<file path="src/rtl/rtc_pkg.sv">
// Shared types and constants for the run-length text codec.
`timescale 1ns / 1ps

package rtc_pkg;

  // ASCII bounds of the decimal digits
  localparam logic [7:0] ASCII_ZERO = 8'h30;
  localparam logic [7:0] ASCII_NINE = 8'h39;

  // Source of the byte loaded into the output register
  typedef enum logic [1:0] {
    SEL_TENS,
    SEL_ONES,
    SEL_FLCHAR,
    SEL_REP
  } emit_sel_t;

  // Commands from the controller to the datapath
  typedef struct packed {
    logic      accept;
    logic      move;
    logic      emit;
    logic      emit_last;
    emit_sel_t sel;
  } ctl_cmd_t;

  // Status from the datapath to the controller
  typedef struct packed {
    logic mode;
    logic item_last;
    logic item_digit;
    logic fl_nz;
    logic fl_ge10;
    logic fl_gt1;
    logic rep_nz;
    logic rep_one;
    logic out_free;
  } dp_stat_t;

endpackage

</file>
<file path="src/rtl/rtc_dpath.sv">
// Datapath of the run-length text codec: run state, count state, output register.
`timescale 1ns / 1ps

module rtc_dpath #(
  parameter int MAX_RUN = 64
) (
  input  logic             clk,
  input  logic             rst_n,
  input  logic             cfg_we,
  input  logic             cfg_wdata,
  input  logic [7:0]       in_char,
  input  logic             in_last,
  input  rtc_pkg::ctl_cmd_t cmd,
  output rtc_pkg::dp_stat_t stat,
  input  logic             out_tready,
  output logic             out_tvalid,
  output logic [7:0]       out_char,
  output logic             out_last,
  output logic             out_ovf
);

  localparam int CW = $clog2(MAX_RUN + 1);
  localparam int AW = CW + 4;
  localparam logic [CW-1:0] MAX_C = CW'(MAX_RUN);

  logic          mode_r;
  logic [7:0]    run_char_r;
  logic [CW-1:0] run_len_r;
  logic [CW-1:0] rep_cnt_r;
  logic          digits_r;
  logic          sat_r;
  logic [7:0]    fl_char_r;
  logic [CW-1:0] fl_len_r;
  logic [7:0]    item_char_r;
  logic          item_last_r;
  logic [CW-1:0] rep_left_r;
  logic          rep_ovf_r;
  logic          out_valid_r;
  logic [7:0]    out_char_r;
  logic          out_last_r;
  logic          out_ovf_r;

  logic          cont;
  logic          in_digit;
  logic [3:0]    dig_val;
  logic [7:0]    dig_diff;
  logic [AW-1:0] acc;
  logic          acc_sat;
  logic [15:0]   tens_prod;
  logic [3:0]    tens4;
  logic [7:0]    ones8;
  logic [7:0]    emit_char;

  // Run continues when the byte matches an open run below the cap
  assign cont = (run_len_r != '0) && (in_char == run_char_r) && (run_len_r < MAX_C);

  // Decimal accumulate: count * 10 + digit
  assign in_digit = (in_char >= rtc_pkg::ASCII_ZERO) && (in_char <= rtc_pkg::ASCII_NINE);
  assign dig_diff = in_char - rtc_pkg::ASCII_ZERO;
  assign dig_val  = dig_diff[3:0];
  assign acc      = ({4'b0, rep_cnt_r} << 3) + ({4'b0, rep_cnt_r} << 1)
                  + {{CW{1'b0}}, dig_val};
  assign acc_sat  = acc > AW'(MAX_RUN);

  // Split the flush length into tens and ones by reciprocal multiply
  assign tens_prod = 16'(fl_len_r) * 16'd205;
  assign tens4     = tens_prod[14:11];
  assign ones8     = 8'(fl_len_r) - (8'(tens4) * 8'd10);

  // Select the byte for the next result
  always_comb begin
    unique case (cmd.sel)
      rtc_pkg::SEL_TENS:   emit_char = rtc_pkg::ASCII_ZERO + 8'(tens4);
      rtc_pkg::SEL_ONES:   emit_char = rtc_pkg::ASCII_ZERO + 8'(ones8[3:0]);
      rtc_pkg::SEL_FLCHAR: emit_char = fl_char_r;
      rtc_pkg::SEL_REP:    emit_char = item_char_r;
      default:             emit_char = item_char_r;
    endcase
  end

  // Status to the controller
  always_comb begin
    stat.mode       = mode_r;
    stat.item_last  = item_last_r;
    stat.item_digit = (item_char_r >= rtc_pkg::ASCII_ZERO)
                   && (item_char_r <= rtc_pkg::ASCII_NINE);
    stat.fl_nz      = fl_len_r != '0;
    stat.fl_ge10    = 8'(fl_len_r) >= 8'd10;
    stat.fl_gt1     = 8'(fl_len_r) > 8'd1;
    stat.rep_nz     = rep_left_r != '0;
    stat.rep_one    = rep_left_r == CW'(1);
    stat.out_free   = !out_valid_r || out_tready;
  end

  // Control registers
  always_ff @(posedge clk) begin
    if (!rst_n) begin
      mode_r      <= 1'b0;
      run_char_r  <= '0;
      run_len_r   <= '0;
      rep_cnt_r   <= '0;
      digits_r    <= 1'b0;
      sat_r       <= 1'b0;
      fl_len_r    <= '0;
      rep_left_r  <= '0;
      out_valid_r <= 1'b0;
    end else begin
      if (cfg_we) begin
        mode_r <= cfg_wdata;
      end

      // Take the item for the active mode; end of text clears the count
      if (cmd.accept) begin
        if (!mode_r) begin
          if (cont) begin
            run_len_r <= run_len_r + CW'(1);
          end else begin
            fl_len_r   <= run_len_r;
            run_char_r <= in_char;
            run_len_r  <= CW'(1);
          end
        end else begin
          if (in_digit) begin
            rep_cnt_r <= acc_sat ? MAX_C : acc[CW-1:0];
            if (acc_sat) begin
              sat_r <= 1'b1;
            end
            digits_r <= 1'b1;
          end else begin
            rep_left_r <= digits_r ? rep_cnt_r : CW'(1);
            rep_cnt_r  <= '0;
            digits_r   <= 1'b0;
            sat_r      <= 1'b0;
          end
          if (in_last) begin
            run_char_r <= '0;
            run_len_r  <= '0;
          end
        end
        if (in_last) begin
          rep_cnt_r <= '0;
          digits_r  <= 1'b0;
          sat_r     <= 1'b0;
        end
      end

      // Load a result or drain the output register
      if (cmd.emit) begin
        out_valid_r <= 1'b1;
        if (cmd.sel == rtc_pkg::SEL_FLCHAR) begin
          fl_len_r <= '0;
        end
        if (cmd.sel == rtc_pkg::SEL_REP) begin
          rep_left_r <= rep_left_r - CW'(1);
        end
      end else if (out_tready) begin
        out_valid_r <= 1'b0;
      end

      // Hand the open run to the flush registers at end of text
      if (cmd.move) begin
        fl_len_r   <= run_len_r;
        run_char_r <= '0;
        run_len_r  <= '0;
      end
    end
  end

  // Payload registers
  always_ff @(posedge clk) begin
    if (cmd.accept) begin
      item_char_r <= in_char;
      item_last_r <= in_last;
      if (mode_r && !in_digit) begin
        rep_ovf_r <= digits_r && sat_r;
      end
      if (!mode_r && !cont) begin
        fl_char_r <= run_char_r;
      end
    end
    if (cmd.move) begin
      fl_char_r <= run_char_r;
    end
    if (cmd.emit) begin
      out_char_r <= emit_char;
      out_last_r <= cmd.emit_last;
      out_ovf_r  <= (cmd.sel == rtc_pkg::SEL_REP) ? rep_ovf_r : 1'b0;
    end
  end

  assign out_tvalid = out_valid_r;
  assign out_char   = out_char_r;
  assign out_last   = out_last_r;
  assign out_ovf    = out_ovf_r;

endmodule

</file>
<file path="src/rtl/rtc_ctrl.sv">
// Controller of the run-length text codec: sequences intake, flushes and repeats.
`timescale 1ns / 1ps

module rtc_ctrl (
  input  logic              clk,
  input  logic              rst_n,
  input  logic              in_tvalid,
  output logic              in_tready,
  input  rtc_pkg::dp_stat_t stat,
  output rtc_pkg::ctl_cmd_t cmd
);

  typedef enum logic [2:0] {
    S_IDLE,
    S_PLAN,
    S_FLUSH,
    S_TENS,
    S_ONES,
    S_CHAR,
    S_REP
  } state_t;

  state_t state_r;
  state_t state_nxt;
  logic   moved_r;
  logic   moved_nxt;

  assign in_tready = (state_r == S_IDLE);

  // Next state and datapath commands
  always_comb begin
    state_nxt     = state_r;
    moved_nxt     = moved_r;
    cmd.accept    = 1'b0;
    cmd.move      = 1'b0;
    cmd.emit      = 1'b0;
    cmd.emit_last = 1'b0;
    cmd.sel       = rtc_pkg::SEL_FLCHAR;
    unique case (state_r)
      S_IDLE: begin
        if (in_tvalid) begin
          cmd.accept = 1'b1;
          moved_nxt  = 1'b0;
          state_nxt  = S_PLAN;
        end
      end
      S_PLAN: begin
        if (!stat.mode) begin
          priority if (stat.fl_nz) begin
            state_nxt = S_FLUSH;
          end else if (stat.item_last) begin
            cmd.move  = 1'b1;
            moved_nxt = 1'b1;
            state_nxt = S_FLUSH;
          end else begin
            state_nxt = S_IDLE;
          end
        end else begin
          state_nxt = (!stat.item_digit && stat.rep_nz) ? S_REP : S_IDLE;
        end
      end
      S_FLUSH: begin
        priority if (stat.fl_ge10) begin
          state_nxt = S_TENS;
        end else if (stat.fl_gt1) begin
          state_nxt = S_ONES;
        end else begin
          state_nxt = S_CHAR;
        end
      end
      S_TENS: begin
        if (stat.out_free) begin
          cmd.emit  = 1'b1;
          cmd.sel   = rtc_pkg::SEL_TENS;
          state_nxt = S_ONES;
        end
      end
      S_ONES: begin
        if (stat.out_free) begin
          cmd.emit  = 1'b1;
          cmd.sel   = rtc_pkg::SEL_ONES;
          state_nxt = S_CHAR;
        end
      end
      S_CHAR: begin
        if (stat.out_free) begin
          cmd.emit      = 1'b1;
          cmd.sel       = rtc_pkg::SEL_FLCHAR;
          cmd.emit_last = !stat.item_last || moved_r;
          if (stat.item_last && !moved_r) begin
            cmd.move  = 1'b1;
            moved_nxt = 1'b1;
            state_nxt = S_FLUSH;
          end else begin
            state_nxt = S_IDLE;
          end
        end
      end
      S_REP: begin
        if (stat.out_free) begin
          cmd.emit      = 1'b1;
          cmd.sel       = rtc_pkg::SEL_REP;
          cmd.emit_last = stat.rep_one;
          if (stat.rep_one) begin
            state_nxt = S_IDLE;
          end
        end
      end
      default: state_nxt = S_IDLE;
    endcase
  end

  // State and flush-order flag
  always_ff @(posedge clk) begin
    if (!rst_n) begin
      state_r <= S_IDLE;
      moved_r <= 1'b0;
    end else begin
      state_r <= state_nxt;
      moved_r <= moved_nxt;
    end
  end

endmodule

</file>
<file path="src/rtl/rle_text_codec.sv">
// Top level of the run-length text codec.
//
//   channel | direction | ports                      | item
//   in_     | in        | tvalid tready tdata tlast  | one text byte, end-of-text flag
//   out_    | out       | tvalid tready tdata tlast  | one emitted byte, overflow in tuser
//   cfg_    | in        | we wdata                   | mode: 0 compress, 1 decompress
//
// An item passes the intake state and then the planning state. Compress then passes a
// setup state per run flush plus an emit state per emitted byte; decompress passes an
// emit state per repeated byte. A new byte is taken only when the last one is done.
// Results leave one per cycle from the output register, which stalls the sequencer while
// a result waits with out_tready low. Synchronous active-low reset; no clearing pass.
`timescale 1ns / 1ps

module rle_text_codec #(
  parameter int MAX_RUN = 64
) (
  input  logic       clk,
  input  logic       rst_n,
  input  logic       cfg_we,
  input  logic       cfg_wdata,
  input  logic       in_tvalid,
  output logic       in_tready,
  input  logic [7:0] in_tdata,   // [7:0] in_char
  input  logic       in_tlast,
  output logic       out_tvalid,
  input  logic       out_tready,
  output logic [7:0] out_tdata,  // [7:0] out_char
  output logic       out_tlast,
  output logic       out_tuser   // [0] overflow
);

  rtc_pkg::ctl_cmd_t cmd;
  rtc_pkg::dp_stat_t stat;

  // Sequencer
  rtc_ctrl u_ctrl (
    .clk       (clk),
    .rst_n     (rst_n),
    .in_tvalid (in_tvalid),
    .in_tready (in_tready),
    .stat      (stat),
    .cmd       (cmd)
  );

  // State and output register
  rtc_dpath #(
    .MAX_RUN (MAX_RUN)
  ) u_dpath (
    .clk        (clk),
    .rst_n      (rst_n),
    .cfg_we     (cfg_we),
    .cfg_wdata  (cfg_wdata),
    .in_char    (in_tdata),
    .in_last    (in_tlast),
    .cmd        (cmd),
    .stat       (stat),
    .out_tready (out_tready),
    .out_tvalid (out_tvalid),
    .out_char   (out_tdata),
    .out_last   (out_tlast),
    .out_ovf    (out_tuser)
  );

endmodule

</file>
<file path="config.mk">
export PLATFORM = sky130hd
export DESIGN_NAME = rle_text_codec
export DESIGN_NICKNAME = d
export VERILOG_FILES = /design/src/rtl/rtc_pkg.sv /design/src/rtl/rtc_dpath.sv /design/src/rtl/rtc_ctrl.sv /design/src/rtl/rle_text_codec.sv
export SDC_FILE = /design/constraint.sdc
export NUM_CORES = 1
export LEC_CHECK = 0
export BUFFER_PORTS_ARGS = -buffer_cell sky130_fd_sc_hd__buf_2
export CORE_MARGIN = 8
export CORE_UTILIZATION = 45
export DETAILED_ROUTE_END_ITERATION = 7
export PLACE_DENSITY = 0.6
export SLEW_MARGIN = 15
export SYNTH_ARGS = -nofsm -noshare
export SYNTH_HDL_FRONTEND = slang
export SYNTH_SLANG_ARGS = --single-unit
</file>
<file path="constraint.sdc">
create_clock -name clk -period 5.2 [get_ports clk]
set_input_delay 0.26 -clock clk [delete_from_list [all_inputs] [get_ports clk]]
set_output_delay 0.26 -clock clk [all_outputs]
set_load 0.02 [all_outputs]
</file>
==> results of run 1 <==
[final cells by class]
cell class | instances | area [um^2]
clock buffer | 13 | 159
clock inverter | 3 | 40.0
fill | 980 | 5050
inverter | 42 | 158
multi-input combinational | 361 | 2770
sequential | 72 | 1720
tap | 136 | 170
timing repair buffer | 29 | 153
[placed cells by master (no fill, tap or decap), drive strengths merged, types with 12 or more instances in the layout]
cell / n
nand2: 45
o21ai: 16
clkbuf: 13
buf: 29
inv: 42
nor3: 12
a21oi: 26
dfxtp: 44
xor2: 13
ha: 62
nand3: 21
nor2: 35
edfxtp: 28
[layer usage]
layer  wire, um  track usage [%]  vias up
met3        481             3.57        4
met1       5200             21.8     1662
li1           -                -     1809
met5          0                0        -
met2       4770             23.8       62
met4         82             3.92        0
[worst max-delay path by stage]
stage / startpoint / to / slack, ns / cells past startpoint
6_report: u_dpath.fl_len_r[4] / u_dpath.out_char[2] / 0.35 / 17
2_1_floorplan: u_dpath.fl_len_r[3] / u_dpath.out_char[2] / 0.57 / 17
4_1_cts: u_dpath.fl_len_r[2] / u_dpath.out_char[2] / 0.18 / 17
3_5_place_dp: u_dpath.fl_len_r[2] / u_dpath.out_char[2] / 0.20 / 17
3_3_place_gp: u_dpath.fl_len_r[2] / u_dpath.out_char[2] / 0.36 / 17
5_1_grt: u_dpath.fl_len_r[4] / u_dpath.out_char[2] / -0.02 / 17
[kinds of logic after synthesis]
group | count (synthesis) | share of synthesized area [%]
simple gates | 160 | 17.6
compound gates | 101 | 14.8
fa+ha+maj | 73 | 21.2
flops | 72 | 36.7
buf+inv | 54 | 4.58
xor+xnor | 24 | 4.48
mux | 3 | 0.666
[state kept, by name, summed over array words and instances (netlist names)]
name                 flops
u_dpath.digits_r         1
u_dpath.fl_char_r        8
u_dpath.rep_left_r       7
u_dpath.item_char_r      8
u_dpath.out_char         8
u_dpath.rep_ovf_r        1
u_dpath.rep_cnt_r        7
u_ctrl.state_r           3
u_dpath.out_ovf          1
u_dpath.sat_r            1
u_dpath.mode_r           1
u_dpath.out_tvalid       1
u_dpath.out_last         1
u_dpath.run_char_r       8
u_ctrl.moved_r           1
u_dpath.fl_len_r         7
u_dpath.run_len_r        7
u_dpath.item_last_r      1
[stage by stage]
step,setup slack [ns],utilization (%),hold slack (ns),total power [mW],cells
final,0.349,50.6,0.161,1.23,656
after global routing,-0.0186,50.6,0.136,1.29,656
after CTS,0.181,50.4,0.143,1.24,656
after detailed placement,0.201,48.5,0.443,0.793,640
after global placement,0.355,48.5,0.435,0.791,640
after floorplan,0.570,-,0.359,0.748,487
[critical path: cells and delay by family, from the launching register on]
kind / cells / cell delay (ns)
AO/OA/AOI/OAI: 4 / 0.88
multiplexers: 1 / 0.27
adder cells (fa/ha/maj): 6 / 2.28
buffers and inverters: 3 / 0.24
flip-flops: 1 / 0.43
XOR/XNOR: 1 / 0.22
AND/OR/NAND/NOR: 2 / 0.30
[synthesized netlist by cell type (3+ instances only)]
| library cell | count | area (um^2) |
|---|---|---|
| sky130_fd_sc_hd__and3_1 | 7 | 43.8 |
| sky130_fd_sc_hd__xnor2_1 | 11 | 96.3 |
| sky130_fd_sc_hd__a32o_1 | 4 | 40.0 |
| sky130_fd_sc_hd__or3b_1 | 3 | 26.3 |
| sky130_fd_sc_hd__fa_1 | 11 | 220 |
| sky130_fd_sc_hd__a21boi_0 | 4 | 30.0 |
| sky130_fd_sc_hd__dfxtp_1 | 44 | 881 |
| sky130_fd_sc_hd__o21a_1 | 4 | 30.0 |
| sky130_fd_sc_hd__inv_1 | 42 | 158 |
| sky130_fd_sc_hd__clkbuf_1 | 6 | 22.5 |
| sky130_fd_sc_hd__a31oi_1 | 4 | 25.0 |
| sky130_fd_sc_hd__nand4_1 | 10 | 62.6 |
| sky130_fd_sc_hd__o211ai_1 | 5 | 37.5 |
| sky130_fd_sc_hd__nand2_1 | 44 | 165 |
| sky130_fd_sc_hd__a21oi_1 | 26 | 130 |
| sky130_fd_sc_hd__edfxtp_1 | 28 | 841 |
| sky130_fd_sc_hd__ha_1 | 62 | 776 |
| sky130_fd_sc_hd__o21ai_0 | 14 | 70.1 |
| sky130_fd_sc_hd__nor3_1 | 10 | 50.1 |
| sky130_fd_sc_hd__nand2b_1 | 6 | 37.5 |
| sky130_fd_sc_hd__buf_2 | 4 | 20.0 |
| sky130_fd_sc_hd__a22o_1 | 8 | 70.1 |
| sky130_fd_sc_hd__a21o_1 | 6 | 45.0 |
| sky130_fd_sc_hd__nor2b_1 | 6 | 37.5 |
| sky130_fd_sc_hd__nor2_1 | 34 | 128 |
| sky130_fd_sc_hd__nand3_1 | 21 | 105 |
| sky130_fd_sc_hd__a211oi_1 | 5 | 37.5 |
| sky130_fd_sc_hd__xor2_1 | 13 | 114 |
[power groups by stage]
stage          logic (mW)  registers [mW]  clock network, mW
6_report            0.136           0.644              0.450
5_1_grt             0.152           0.648              0.493
4_1_cts             0.137           0.644              0.462
3_5_place_dp        0.136           0.657                  0
3_3_place_gp        0.135           0.656                  0
2_1_floorplan       0.103           0.645                  0
[what timing repair did]
action                     4_1_cts  5_1_grt
hold buffers                     0        0
setup endpoints to repair        0        2
resized for setup                0        4
==> results.rst, run 1 <==
.. list-table::
   :header-rows: 1

   * - Metric
     - Value
   * - Total routing resource utilization after global routing
     - 15.6%
   * - Routed length per instance
     - 16.1 um
   * - Nature of the critical path endpoint
     - flop
   * - Sum of overflow across all layers after global routing
     - 0
   * - Crit-path max FO
     - 6
   * - Final routed DRC violation total
     - 0
   * - Number of nets in the finished design
     - 603
   * - Portion of the clock cycle consumed by the worst path in the final layout
     - 93.3%
   * - Via-to-Cell Ratio
     - 5.39
   * - TritonCTS buffer count
     - 9
   * - Startpoint of the most critical register-to-register path
     - u_dpath.fl_len_r[4]
   * - Cell area after technology mapping
     - 4700 um^2
   * - Final period demand of the worst path
     - 4.85 ns
   * - Share of power burned in combinational logic
     - 11.1%
   * - Static power due to leakage
     - 2.30 nW
   * - Share of cells above drive strength 1
     - 10.8%
   * - I/O pin cnt
     - 27
   * - Number of antenna violations at the first check in global routing
     - 0
   * - Number of global-route vias before repair
     - 3528
   * - Area added between synthesis and finish
     - 10.2%
   * - Max transition margin
     - 29.3%
   * - Core Footprint
     - 10200 um^2
   * - Die outline width
     - 118 um
   * - Slack of the worst reg-to-reg path
     - 0.35 ns
   * - Number of standard cells after synthesis
     - 487
   * - Die boundary height
     - 118 um
   * - Crit Reg-Reg Endpoint
     - u_dpath.out_char[2]
   * - # diodes
     - 0
   * - Fraction of registers with async set/reset
     - 0%
   * - Startpoint type of the worst setup path
     - flop
   * - Total cell area at the placement stage
     - 4960 um^2
   * - Critical path type
     - reg -> reg
   * - Critical-path top delay cell
     - sky130_fd_sc_hd__fa_1
   * - Clock latency on the worst-skew pair
     - 0.34 ns
   * - Register clock-pin slew on the reported worst setup and hold paths
     - 0.08 ns
   * - Maximum vdd ir drop
     - 0.152 mV
   * - Sequential share of the synthesized area
     - 36.7%
   * - Net switching power
     - 314 uW
   * - Final Hold Violating Endpoints
     - 0
   * - Clk Tree Root Cell
     - sky130_fd_sc_hd__clkbuf_8
   * - Clock tree from TritonCTS
     - built
   * - Number of flops mapped to enable cells by yosys
     - 28
   * - Worst Hold Class
     - in -> reg
   * - Maximum count of clock buffers along a single path
     - 2
   * - Required time of the critical path
     - 5.29 ns
   * - Post-route design area
     - 5180 um^2
   * - Number of nets with antenna violations after routing
     - 0
   * - Violation count after the first detailed-route iteration
     - 264
   * - Postcts setup bufs
     - 0
   * - CTS Sinks
     - 72
   * - Fmax
     - 206 MHz
   * - Overall die area
     - 14000 um^2
   * - Half-perimeter wire length of the detailed placement result
     - 8290 um
   * - Detailed-routing iteration count for the pre-antenna-repair pass
     - 4
   * - Number of maximum-capacitance constraint violations
     - 0
   * - Logic depth of the worst register-to-register path
     - 17
   * - Result of the run
     - finished, final reports clean
   * - Pin count of the biggest net entering global routing
     - 21
   * - Net Count, Synth
     - 575
   * - Fin Setup TNS
     - 0 ns
   * - Data arrival time of the worst path
     - 4.94 ns
   * - Mean area per synthesized cell
     - 9.64 um^2
   * - Internal power contribution
     - 916 uW
   * - Synthesis warning total
     - 0
   * - Critical path, cell by cell
     - inv_1, ha_1, fa_1, ha_1, inv_1, fa_1, inv_1, ha_1, nor3_1, a21o_1, o21ai_1, a21oi_1, xor2_2, fa_1, mux2_2, a221oi_1, nor2_1
   * - Switching part of the total
     - 25.5%
   * - Endpoint with the worst hold slack
     - u_dpath.item_char_r[6]
   * - First-pass GRT wire length
     - 17800 um
   * - Slew of the pin with the lowest slew margin
     - 1.06 ns
   * - Synth Flop Type
     - sky130_fd_sc_hd__dfxtp_1
   * - Final setup fails
     - 0
   * - Register share of total power
     - 52.4%
   * - Clock share of power
     - 36.5%
   * - Row count
     - 37
   * - Number of H-tree branching levels
     - 3
   * - Unique masters post-synth
     - 63
   * - Count of final max-slew check failures
     - 0
   * - Maximum single-stage delay on the critical path
     - 0.51 ns
   * - Flop and latch count out of synthesis
     - 72
   * - Power per unit of standard cell area
     - 238 nW/um^2
   * - Min-delay src
     - in_tdata[6]
   * - Post-Route WL
     - 10500 um
   * - Total number of vias
     - 3537
   * - Final GP Congestion
     - 0.860
   * - Cells on Worst Hold Path
     - 1
   * - Buffers on Ports
     - 26
   * - Setup skew after layout
     - 0.0128 ns
   * - Starting Density
     - 45.9%
Power figures use the tool's default switching activity.
==> inputs of run 2 (changes only) <==
--- a/config.mk
+++ b/config.mk
@@ -9,5 +9,5 @@
 export CORE_MARGIN = 8
-export CORE_UTILIZATION = 45
+export CORE_UTILIZATION = 46
 export DETAILED_ROUTE_END_ITERATION = 7
-export PLACE_DENSITY = 0.6
+export PLACE_DENSITY = 0.61
 export SLEW_MARGIN = 15
--- a/constraint.sdc
+++ b/constraint.sdc
@@ -3,2 +3,2 @@
 set_output_delay 0.26 -clock clk [all_outputs]
-set_load 0.02 [all_outputs]
+set_load 0.01 [all_outputs]
==> run 2 against run 1 <==
Cell area is 0.41% higher. Wire length is 1.1% higher. Die area is 1.9% lower. Maximum frequency is 1.2% higher. Combinational power hardly changed. Clock power is 12% higher. Cell count is 0.15% higher. Largest cell class unchanged. Largest power group unchanged.
==> results.rst, run 2 (synthesized netlist as in run 1, its figures left out) <==
.. list-table::
   :header-rows: 1

   * - Metric
     - Value
   * - Number of nets with antenna violations after routing
     - 0 (unchanged)
   * - Data arrival time of the worst path
     - 4.89 ns (-0.05 ns)
   * - Via-to-Cell Ratio
     - 5.54 (+2.8%)
   * - Switching part of the total
     - 25.7% (+0.15 points)
   * - Top Usage Layer GRT
     - met2
   * - Buffers on Ports
     - 26 (unchanged)
   * - Half-perimeter wire length of the detailed placement result
     - 8400 um (+1.4%)
   * - CTS Sinks
     - 72 (unchanged)
   * - Maximum count of clock buffers along a single path
     - 2 (unchanged)
   * - Core Footprint
     - 10100 um^2 (-0.91%)
   * - Die boundary height
     - 117 um (-0.94%)
   * - Total routing resource utilization after global routing
     - 16.7% (+1.1 points)
   * - Starting Density
     - 46.3% (+0.42 points)
   * - Clock tree from TritonCTS
     - built
   * - Number of maximum-capacitance constraint violations
     - 0 (unchanged)
   * - Row count
     - 37 (unchanged)
   * - Total number of vias
     - 3640 (+2.9%)
   * - Fmax
     - 209 MHz (+1.2%)
   * - Startpoint type of the worst setup path
     - flop
   * - Final period demand of the worst path
     - 4.80 ns (-0.0556 ns)
   * - Pin count of the biggest net entering global routing
     - 21 (unchanged)
   * - Met3 track demand over resource
     - 3.13% (-0.44 points)
   * - Violation count after the first detailed-route iteration
     - 271 (+2.7%)
   * - Pre-CTS setup slack
     - 0.241 ns (+0.0393 ns)
   * - Maximum vdd ir drop
     - 0.166 mV (+9.3%)
   * - Max transition margin
     - 27.4% (-2.0 points)
   * - Register clock-pin slew on the reported worst setup and hold paths
     - 0.08 ns (about the same)
   * - Die outline width
     - 117 um (-0.94%)
   * - Routed length per instance
     - 16.2 um (+0.95%)
   * - Static power due to leakage
     - 2.31 nW (+0.61%)
   * - Slew of the pin with the lowest slew margin
     - 1.09 ns (+0.0293 ns)
   * - Final GP Congestion
     - 0.896 (+4.2%)
   * - I/O pin cnt
     - 27 (unchanged)
   * - Internal power contribution
     - 953 uW (+4.1%)
   * - Final Power
     - 1.28 mW (+4.3%)
   * - Final non-filler cell total
     - 657 (+0.15%)
   * - Share of cells above drive strength 1
     - 10.9% (+0.17 points)
   * - Fin Setup TNS
     - 0 ns (unchanged)
   * - Most common library cell in the layout ignoring fill and taps
     - sky130_fd_sc_hd__ha_1
   * - # diodes
     - 0 (unchanged)
   * - Net switching power
     - 330 uW (+4.9%)
   * - Critical path type
     - reg -> reg
   * - Overall die area
     - 13700 um^2 (-1.9%)
   * - RSZ-0062 raised after global routing
     - false
   * - Hold Slack
     - 0.141 ns (-0.0192 ns)
   * - Share of power burned in combinational logic
     - 10.4% (-0.7 points)
   * - Final Hold Violating Endpoints
     - 0 (unchanged)
   * - Final setup fails
     - 0 (unchanged)
   * - Area taken by flip-flops and latches
     - 1720 um^2 (unchanged)
   * - Global routing usage on met2
     - 26.8% (+3.0 points)
   * - Required time of the critical path
     - 5.30 ns (about the same)
   * - Filler Cells Inserted
     - 930 (-5.1%)
   * - Register share of total power
     - 50.2% (-2.2 points)
   * - Slack of the worst reg-to-reg path
     - 0.40 ns (+0.06 ns)
   * - Number of antenna violations at the first check in global routing
     - 0 (unchanged)
   * - Clk Tree Root Cell
     - sky130_fd_sc_hd__clkbuf_8
   * - First-pass GRT wire length
     - 17800 um (-0.19%)
   * - DP Cell Count
     - 640 (unchanged)
   * - Number of nets in the finished design
     - 604 (+0.17%)
   * - Area added between synthesis and finish
     - 10.7%
   * - Detailed-routing iteration count for the pre-antenna-repair pass
     - 4 (unchanged)
   * - Power per unit of standard cell area
     - 247 nW/um^2 (+3.9%)
   * - Number of global-route vias before repair
     - 3597 (+2.0%)
   * - Multi-input gate area
     - 2760 um^2 (-0.54%)
   * - Setup skew after layout
     - 0.00989 ns (-0.00288 ns)
   * - Final routed DRC violation total
     - 0 (unchanged)
   * - Result of the run
     - finished, final reports clean
   * - Top library cells by usage in the layout, fill and taps aside
     - sky130_fd_sc_hd__ha_1, sky130_fd_sc_hd__nand2_1, sky130_fd_sc_hd__dfxtp_1
   * - Crit-path max FO
     - 6 (unchanged)
   * - Post-Route WL
     - 10700 um (+1.1%)
   * - Clock share of power
     - 39.4% (+2.9 points)
   * - Number of H-tree branching levels
     - 3 (unchanged)
   * - Count of final max-slew check failures
     - 0 (unchanged)
   * - TritonCTS buffer count
     - 9 (unchanged)
   * - Sum of overflow across all layers after global routing
     - 0 (unchanged)
   * - Clock latency on the worst-skew pair
     - 0.35 ns (about the same)
   * - Nature of the critical path endpoint
     - flop
   * - Portion of the clock cycle consumed by the worst path in the final layout
     - 92.2% (-1.1 points)
   * - Setup WS post-layout
     - 0.404 ns (+0.0556 ns)
   * - Met1 GRT Util
     - 22.4% (+0.66 points)
   * - Worst Hold Class
     - in -> reg
==> run 2: critical path, cell delays in order (launching register included) <==
cell and delay (ns):
sky130_fd_sc_hd__dfxtp_1 0.44, sky130_fd_sc_hd__inv_1 0.15, sky130_fd_sc_hd__ha_1 0.36, sky130_fd_sc_hd__fa_1 0.47
sky130_fd_sc_hd__ha_1 0.29, sky130_fd_sc_hd__inv_1 0.05, sky130_fd_sc_hd__fa_1 0.50, sky130_fd_sc_hd__inv_1 0.04
sky130_fd_sc_hd__ha_1 0.19, sky130_fd_sc_hd__nor3_1 0.26, sky130_fd_sc_hd__a21o_1 0.18, sky130_fd_sc_hd__o21ai_1 0.12
sky130_fd_sc_hd__a21oi_1 0.19, sky130_fd_sc_hd__xor2_1 0.27, sky130_fd_sc_hd__fa_1 0.45, sky130_fd_sc_hd__mux2_2 0.26
sky130_fd_sc_hd__a221oi_1 0.26, sky130_fd_sc_hd__nor2_1 0.06
==> run 2: per-stage QoR <==
stage / cell area, um^2 / utilization (%)
after global placement: 4960 / 48.9
final: 5200 / 51.3
after global routing: 5200 / 51.3
after floorplan: 4700 / -
after detailed placement: 4960 / 48.9
after CTS: 5190 / 51.2
==> run 2: final timing paths <==
| check | start | endpoint | depth (start not counted) |
|---|---|---|---|
| max | u_dpath.fl_len_r[4] | u_dpath.out_char[2] | 17 |
| min | in_tdata[6] | u_dpath.item_char_r[6] | 1 |
| max reg2reg | u_dpath.fl_len_r[4] | u_dpath.out_char[2] | 17 |
| min reg2reg | u_dpath.sat_r | u_dpath.sat_r | 2 |
==> run 2: layer usage <==
layer | vias up | routed length (um) | share of wire [%]
li1 | 1814 | - | -
met1 | 1740 | 5070 | 48
met2 | 73 | 4930 | 46
met3 | 13 | 529 | 5.0
met4 | 0 | 127 | 1.2
met5 | - | 0 | 0
==> run 2: area by class of cell <==
type	count	share of cell area, %
clock buffer	10	2.65
clock inverter	6	1.73
inverter	42	3.03
multi-input combinational	361	53.1
sequential	72	33.1
tap	136	3.27
timing repair buffer	30	3.08
==> run 2: repair_timing <==
item / 4_1_cts / 5_1_grt
setup endpoints to repair: 0 / 2
hold endpoints to repair: 0 / 0
buffers inserted: 0 / 1
hold buffers: 0 / 0
gates resized for setup: 0 / 2
==> run 2: power by group through the flow <==
stage               registers (mW)  logic [mW]  clock network (mW)
finish                       0.644       0.134               0.505
floorplan                    0.644       0.102                   0
CTS                          0.643       0.135               0.513
global placement             0.656       0.133                   0
global route                 0.648       0.151               0.538
detailed placement           0.656       0.134                   0
